**src/rtl/lrs_pkg.sv**
```systemverilog
`timescale 1ns / 1ps
// ----------------------------------------------------------------------------
// lrs_pkg
// Shared widths and the search word that walks down the LRU stack chain.
// ----------------------------------------------------------------------------
package lrs_pkg;

  localparam int ADDR_W   = 48;
  localparam int DIST_W   = 6;
  localparam int DIST_MAX = 63;

  typedef logic [ADDR_W-1:0] addr_t;
  typedef logic [DIST_W-1:0] dist_t;

  // One word in flight through the stack cells
  typedef struct packed {
    logic  valid;     // slot holds a word
    logic  done;      // hit found or free cell taken; no more shifting
    logic  no_reuse;  // stays set unless a hit is found
    dist_t distance;  // saturated hit depth
    addr_t search;    // address being looked up
    addr_t carry;     // entry pushed down from the cell above
  } token_t;

endpackage

```
**src/rtl/lrs_cell.sv**
```systemverilog
`timescale 1ns / 1ps
// ----------------------------------------------------------------------------
// lrs_cell
// One LRU stack entry: compares the passing word, swaps its entry with the
// carried one, and hands the word to the next cell.
// ----------------------------------------------------------------------------
module lrs_cell #(
  parameter int INDEX  = 0,
  parameter int FILL_W = 7
) (
  input  logic              clk,
  input  logic              rst,
  input  logic              advance,
  input  logic [FILL_W-1:0] fill,
  input  lrs_pkg::token_t   token_in,
  output lrs_pkg::token_t   token_out,
  output logic              absorb
);

  localparam int DIST_SAT = (INDEX > lrs_pkg::DIST_MAX) ? lrs_pkg::DIST_MAX : INDEX;

  lrs_pkg::addr_t  entry;
  lrs_pkg::token_t token_next;
  logic            occupied;
  logic            active;
  logic            hit;

  // Entry is live only below the fill count
  assign occupied = FILL_W'(INDEX) < fill;
  assign active   = token_in.valid && !token_in.done;
  assign hit      = active && occupied && (entry == token_in.search);
  assign absorb   = active && !occupied;

  // Build the word for the next cell
  always_comb begin
    token_next = token_in;
    if (active) begin
      token_next.carry = entry;
      if (hit) begin
        token_next.done     = 1'b1;
        token_next.no_reuse = 1'b0;
        token_next.distance = lrs_pkg::DIST_W'(DIST_SAT);
      end else if (!occupied) begin
        token_next.done = 1'b1;
      end
    end
  end

  // Take the carried entry whenever the chain advances and the word is still shifting
  always_ff @(posedge clk) begin
    if (advance && active) begin
      entry <= token_in.carry;
    end
  end

  // Advance the word
  always_ff @(posedge clk) begin
    if (rst) begin
      token_out.valid <= 1'b0;
    end else if (advance) begin
      token_out <= token_next;
    end
  end

endmodule

```
**config.mk**
```make
export PLATFORM = sky130hd
export DESIGN_NAME = lrs_cell
export DESIGN_NICKNAME = d
export VERILOG_FILES = /design/src/rtl/lrs_pkg.sv /design/src/rtl/lrs_cell.sv
export SDC_FILE = /design/constraint.sdc
export NUM_CORES = 1
export LEC_CHECK = 0
export BUFFER_PORTS_ARGS = -buffer_cell sky130_fd_sc_hd__buf_4
export CAP_MARGIN = 30
export CORE_ASPECT_RATIO = 0.7
export CORE_MARGIN = 4
export CORE_UTILIZATION = 51
export CTS_BUF_LIST = sky130_fd_sc_hd__clkbuf_4
export CTS_CLUSTER_DIAMETER = 60
export DETAILED_ROUTE_END_ITERATION = 12
export PLACE_DENSITY_LB_ADDON = 0.15
export SLEW_MARGIN = 0
export SYNTH_ARGS = -nofsm -noshare
export SYNTH_HDL_FRONTEND = slang
export SYNTH_SLANG_ARGS = --single-unit
```
**constraint.sdc**
```tcl
create_clock -name clk -period 7.9 [get_ports clk]
set_input_delay 0.79 -clock clk [delete_from_list [all_inputs] [get_ports clk]]
set_output_delay 0.79 -clock clk [all_outputs]
set_load 0.05 [all_outputs]
```
==> out/results.txt, run 1 <==
drt first pass iters: 5
top_reg_cell synth: edfxtp_1
first-pass GRT wire length: 20400 µm
diodes inserted: 0
total CTS buffers: 17
outcome: complete, no violations
GP Congestion: 0.799
switch share: 0.266
Fin Setup TNS: 0 ns
slowest CP cell: nand2b_4
synthesized area: 5880 µm²
CP cell instances: buf_4, nand2b_4, nor2_1, buf_4
Cell variety after synth: 25
synthesized flop and latch total: 153
CTS root buf: clkbuf_4
Vias: 3512
crit-path max FO: 52
core area: 11100 µm²
CTS tree: yes
Top Ports: 221
Critical Path Source Type: input pin
Worst-path clk slew: 0.14 ns
CP max stage delay: 0.48 ns
initial drt markers: 162
WL final: 13400 µm
maxcap violations: 0
fin crit share: 0.355
leakage: 3.14 nW
Clock power frac: 0.286
P&R area growth vs syn: 36.4%
Placed Area: 7730 µm²
setup bufs post-CTS: 0
total gr overflow: 0
Final nets: 654
clock skew: 0.0239 ns
post-route cell area: 8020 µm²
final setup vio count: 0
min Tclk post-route: 2.80 ns
Post-synth EDFFs: 152
fin. max-slew vios: 0
GR Util All Layers: 0.203
Pint: 0.00127 W
Synthesis Warnings: 0
Clk Latency, worst-skew pair: 0.53 ns
maximum buffer depth of the clock tree: 2
sequential share of power: 0.554
Max-Slew Margin vs Limit: 0.488
hold_buf cts: 0
# rows: 32
largest net degree at the start of global routing: 59
worst hold margin: 0.438 ns
Avg WL per Cell: 19.0 µm
Initial Util: 0.529
Mean Syn Cell Area: 19.4 µm²
Post-Synthesis Cells: 303
Comb power frac: 0.160
PortBufs: 220
critical path endpoint category: primary output
Max VDD drop: 0.000191 V
layout cells sized above 1: 0.557
die area: 13300 µm²
initial antenna violation count: 0
RSZ-0062 raised after global routing: no
Crit path top cell by count: buf_4
Max Freq: 0.357 GHz
ys async rst share: 0
die width: 136 µm
worst path required time: 7.11 ns
most frequent cells in the layout: 223 x buf_4, 152 x edfxtp_1, 46 x mux2_2
sequential area share after synthesis: 0.779
CP Class: in -> out
DRC viols: 0
Worst EP arrival: 2.01 ns
P_sw: 0.000461 W
Worst-Margin Slew: 0.761 ns
commonest non-fill, non-tap cell in the layout: buf_4
height of the die: 97.9 µm
post-synth net total: 418
Power Dens Cells: 216 nW/µm²
DR vias/cell: 4.99
overall power: 0.00173 W
vias in the first global route: 3740
Worst Hold Class: in -> reg
Final ANT Viol Nets: 0
H-Tree Depth: 4
Sink Count: 153
final hold vios: 0
hpwl dp: 9720 µm
CTS resizes: 0
-- critical path: cells and delay by family --
kind / cells / cell delay (ns)
buffers and inverters: 2 / 0.38
and+or+nand+nor: 2 / 0.82
-- power groups by stage --
stage | logic [W] | registers [W] | clock network [W]
finish | 0.000278 | 0.000960 | 0.000495
floorplan | 0.0000552 | 0.00109 | 0
CTS | 0.000280 | 0.000961 | 0.000504
global route | 0.000292 | 0.000965 | 0.000545
global placement | 0.000276 | 0.000977 | 0
detailed placement | 0.000279 | 0.000979 | 0
-- sequential cells by signal (all words and copies together) (netlist names) --
signal     flops
entry         48
token_out    105
-- through the flow --
stage / setup WS (ns) / cells / util
2_1_floorplan: 1.90 / 303 / -
3_3_place_gp: 5.04 / 673 / 0.694
3_5_place_dp: 4.97 / 673 / 0.694
4_1_cts: 5.04 / 704 / 0.721
5_1_grt: 5.02 / 704 / 0.721
6_report: 5.10 / 704 / 0.721
-- layout make-up --
class / count / area (µm²)
clock buffers: 19 / 143
clock inverters: 12 / 153
fillers: 755 / 3110
inverters: 3 / 11.3
multi-input cells: 141 / 1270
flip-flops and latches: 153 / 4580
well taps: 153 / 191
repair buffers: 223 / 1670
-- synthesized netlist by cell type (2+ instances only) --
cell type / count / area (µm²)
o2111a_1: 2 / 22.5
nor4_1: 11 / 68.8
inv_1: 2 / 7.51
xor2_1: 41 / 359
o21ai_0: 2 / 10.0
nor2b_1: 11 / 68.8
nand2_1: 4 / 15.0
buf_2: 4 / 20.0
edfxtp_1: 152 / 4560
nand4_1: 5 / 31.3
nand2b_1: 7 / 43.8
nor3_1: 2 / 10.0
mux2_2: 46 / 518
nor2_1: 3 / 11.3
-- per-layer routing --
| metal | GRT usage | part of all wire | wire length, µm | vias to the layer above |
|---|---|---|---|---|
| met2 | 0.334 | 0.49 | 6580 | 138 |
| met1 | 0.249 | 0.39 | 5240 | 1707 |
| met5 | 0 | 0 | 0 | - |
| met4 | 0.0519 | 0.013 | 172 | 0 |
| li1 | - | - | - | 1650 |
| met3 | 0.0865 | 0.10 | 1360 | 17 |
-- kinds of logic (layout without fill, tap and decap cells) --
group,count (synthesis),in the layout,share of synthesized area
XOR/XNOR,41,41,0.0610
AND/OR/NAND/NOR,47,47,0.0502
multiplexers,46,46,0.0880
buffers and inverters,9,257,0.00787
flip-flops,153,153,0.779
AO/OA/AOI/OAI,7,7,0.0136
-- path summary, 6_finish.rpt --
check	start	endpoint	slack, ns	cells after the start
max reg2reg	entry[22]	token_out[102]	5.50	5
min	token_in[2]	entry[2]	0.44	1
max	token_in[103]	absorb	5.10	4
min reg2reg	token_out[104]	token_out[104]	0.49	2
(Power assumes the default switching activity.)
==> inputs of run 2 (changes only) <==
ABC_AREA = 1   (was not set)
CORE_UTILIZATION = 52   (was 51)
clock period = 2.8 ns   (was 7.9 ns; I/O delays follow)
==> out/results.txt, run 2 <==
DR vias/cell: 4.94 (was 4.99)
fin cells: 1095 (was 704)
Mean Syn Cell Area: 11.0 µm² (was 19.4 µm²)
post-synth net total: 701 (was 418)
switch share: 0.298 (was 0.266)
Final nets: 1039 (was 654)
Worst-path clk slew: 0.14 ns (about the same)
synthesized area: 6460 µm² (was 5880 µm²)
P&R area growth vs syn: 49.2% (was 36.4%)
Avg WL per Cell: 16.8 µm (was 19.0 µm)
slowest CP cell: edfxtp_1 (was nand2b_4)
largest net degree at the start of global routing: 105 (was 59)
overall power: 0.00502 W (was 0.00173 W)
first-pass GRT wire length: 28800 µm (was 20400 µm)
initial antenna violation count: 0 (unchanged)
WL final: 18400 µm (was 13400 µm)
Fin Setup TNS: 0 ns (unchanged)
critical path endpoint category: flop (was primary output)
# rows: 33 (was 32)
top_reg_cell synth: edfxtp_1 (unchanged)
Worst EP arrival: 2.17 ns (was 2.01 ns)
min Tclk post-route: 1.85 ns
Synthesis Warnings: 0 (unchanged)
Post-Synthesis Cells: 586 (was 303)
Post-synth EDFFs: 152 (unchanged)
Synth top area share: 0.706 (was 0.776)
Power Dens Cells: 521 nW/µm² (was 216 nW/µm²)
final core occ: 0.808 (was 0.721)
Vias: 5409 (was 3512)
leakage: 4.36 nW (was 3.14 nW)
Clock power frac: 0.256 (was 0.286)
total CTS buffers: 17 (unchanged)
CP Class: reg -> reg (was in -> out)
Largest register FFs: 105 (unchanged)
drt first pass iters: 6 (was 5)
Worst-Margin Slew: 0.702 ns (was 0.761 ns)
sequential share of power: 0.540 (was 0.554)
final hold vios: 0 (unchanged)
setup bufs post-CTS: 0 (unchanged)
die area: 14300 µm² (was 13300 µm²)
Clk Latency, worst-skew pair: 0.55 ns (was 0.53 ns)
GP Congestion: 0.814 (was 0.799)
vias in the first global route: 5557 (was 3740)
fin crit share: 0.660
hold path cells: 3 (was 1)
FF-to-FF Start: entry[42] (was entry[22])
Hold Startpoint: token_in[103] (was token_in[2])
Critical Path Source Type: flop (was input pin)
crit-path max FO: 7 (was 52)
CTS tree: yes (unchanged)
total gr overflow: 0 (unchanged)
layout cells sized above 1: 0.293 (was 0.557)
Initial Util: 0.541 (was 0.529)
commonest cells in the netlist: 197 x nand2_1, 152 x edfxtp_1, 90 x inv_1 (was 152 x edfxtp_1, 46 x mux2_2, 41 x xor2_1)
PortBufs: 220 (unchanged)
reg2reg path depth: 8 (was 5)
synthesized flop and latch total: 153 (unchanged)
Comb power frac: 0.203 (was 0.160)
fin. max-slew vios: 0 (unchanged)
initial drt markers: 350 (was 162)
Final ANT Viol Nets: 0 (unchanged)
hpwl dp: 12600 µm (was 9720 µm)
most frequent cells in the layout: 222 x buf_4, 196 x nand2_1, 152 x edfxtp_1 (was 223 x buf_4, 152 x edfxtp_1, 46 x mux2_2)
DRC viols: 0 (unchanged)
Top reg by flops: token_out (unchanged)
# fillers: 725 (was 755)
Pint: 0.00352 W (was 0.00127 W)
reg2reg end: token_out[99] (was token_out[102])
GR Util All Layers: 0.263 (was 0.203)
maximum buffer depth of the clock tree: 2 (unchanged)
CP max stage delay: 0.44 ns (was 0.48 ns)
top cells by area, synth: edfxtp_1 71%, nand2_1 11%, inv_1 5.2% (was edfxtp_1 78%, mux2_2 8.8%, xor2_1 6.1%)
RSZ-0062 raised after global routing: no (unchanged)
CP delay by family, top: simple AND/OR/NAND/NOR gates (unchanged)
CTS root buf: clkbuf_4 (unchanged)
top-count cell post-synth: nand2_1 (was edfxtp_1)
post-synth top area cell: edfxtp_1 (unchanged)
outcome: complete, no violations (unchanged)
Worst Hold Class: in -> reg (unchanged)
ys async rst share: 0 (unchanged)
Sink Count: 153 (unchanged)
commonest non-fill, non-tap cell in the layout: buf_4 (unchanged)
core area: 11900 µm² (was 11100 µm²)
Max-Slew Margin vs Limit: 0.532 (was 0.488)
Critical path buffers and inverters: 1 (was 2)
CP cell instances: xnor2_1, nand3_1, nor2_1, nand2_1, nor2_1, nand3_4, nand2_1, inv_1 (was buf_4, nand2b_4, nor2_1, buf_4)
top flop regs: token_out: 105 flops, entry: 48 flops (unchanged)
Max Freq: 0.541 GHz
hold path endpoint: token_out[103] (was entry[2])
H-Tree Depth: 4 (unchanged)
maxcap violations: 0 (unchanged)
Max VDD drop: 0.000399 V (was 0.000191 V)
sequential area share after synthesis: 0.710 (was 0.779)
Top Ports: 221 (unchanged)
Cell variety after synth: 25 (unchanged)
worst path required time: 3.12 ns (was 7.11 ns)
FF-to-FF setup slack: 0.95 ns (was 5.50 ns)
final setup vio count: 0 (unchanged)
die width: 141 µm (was 136 µm)
clock skew: 0.0250 ns (was 0.0239 ns)
height of the die: 101 µm (was 97.9 µm)
P_sw: 0.00150 W (was 0.000461 W)
placed cells: 957 (was 673)
CTS resizes: 0 (unchanged)
run 2: worst register-to-register path, cell delays in order (launching register included):
cell and delay, ns:
edfxtp_1 0.44, xnor2_1 0.30, nand3_1 0.13, nor2_1 0.20, nand2_1 0.09, nor2_1 0.18
nand3_4 0.14, nand2_1 0.09, inv_1 0.04
run 2: what timing repair did:
| action | 4_1_cts | 5_1_grt |
|---|---|---|
| hold buffers | 105 | 0 |
| endpoints found under the hold margin | 124 | 0 |
| setup endpoints to repair | 0 | 0 |
run 2: kinds of logic (layout without fill, tap and decap cells):
family,count (synthesis),after routing,synth area share
DFF,153,153,0.710
muxes,8,8,0.0139
AOI/OAI and AO/OA,42,42,0.0325
other,0,1,0
and+or+nand+nor,275,275,0.174
buffers and inverters,100,451,0.0594
xor gates and xnor gates,8,8,0.0108
run 2: layout make-up:
type                       instances  area [µm²]  area share
antenna                            1        2.50    0.000260
sequential                       153        4580       0.476
inverter                          91         342      0.0354
tap                              157         196      0.0204
clock inverter                    13         120      0.0125
timing repair buffer             328        2740       0.284
multi-input combinational        333        1520       0.157
clock buffer                      19         143      0.0148
run 2: how the worst max path moves through the flow:
stage | from | end | slack, ns | cells after the start
floorplan | advance | token_out[0] | 0.52 | 2
global placement | token_in[90] | token_out[99] | 1.03 | 9
detailed placement | token_in[90] | token_out[102] | 0.98 | 9
CTS | entry[42] | token_out[102] | 0.97 | 8
global route | entry[42] | token_out[99] | 0.83 | 8
finish | entry[42] | token_out[99] | 0.95 | 8
run 2: power by group through the flow:
stage | combinational, W | clock [W] | sequential [W]
floorplan | 0.000209 | 0 | 0.00307
global placement | 0.000880 | 0 | 0.00275
detailed placement | 0.000895 | 0 | 0.00276
CTS | 0.00102 | 0.00131 | 0.00271
global route | 0.00109 | 0.00142 | 0.00272
finish | 0.00102 | 0.00129 | 0.00271
run 2: stage by stage:
step / hold WS, ns / instance area [µm²] / setup WS [ns]
after floorplan: 0.349 / 6470 / 0.521
after CTS: 0.0173 / 9640 / 0.970
final: 0.0536 / 9640 / 0.953
after global placement: 0.444 / 8320 / 1.03
after global routing: 0.0249 / 9640 / 0.826
after detailed placement: 0.457 / 8320 / 0.978
run 2: routing by layer:
layer / track usage / routed length (µm)
met1: 0.332 / 7220
met2: 0.434 / 8820
met4: 0.0894 / 337
met5: 0 / 0
met3: 0.0873 / 2020
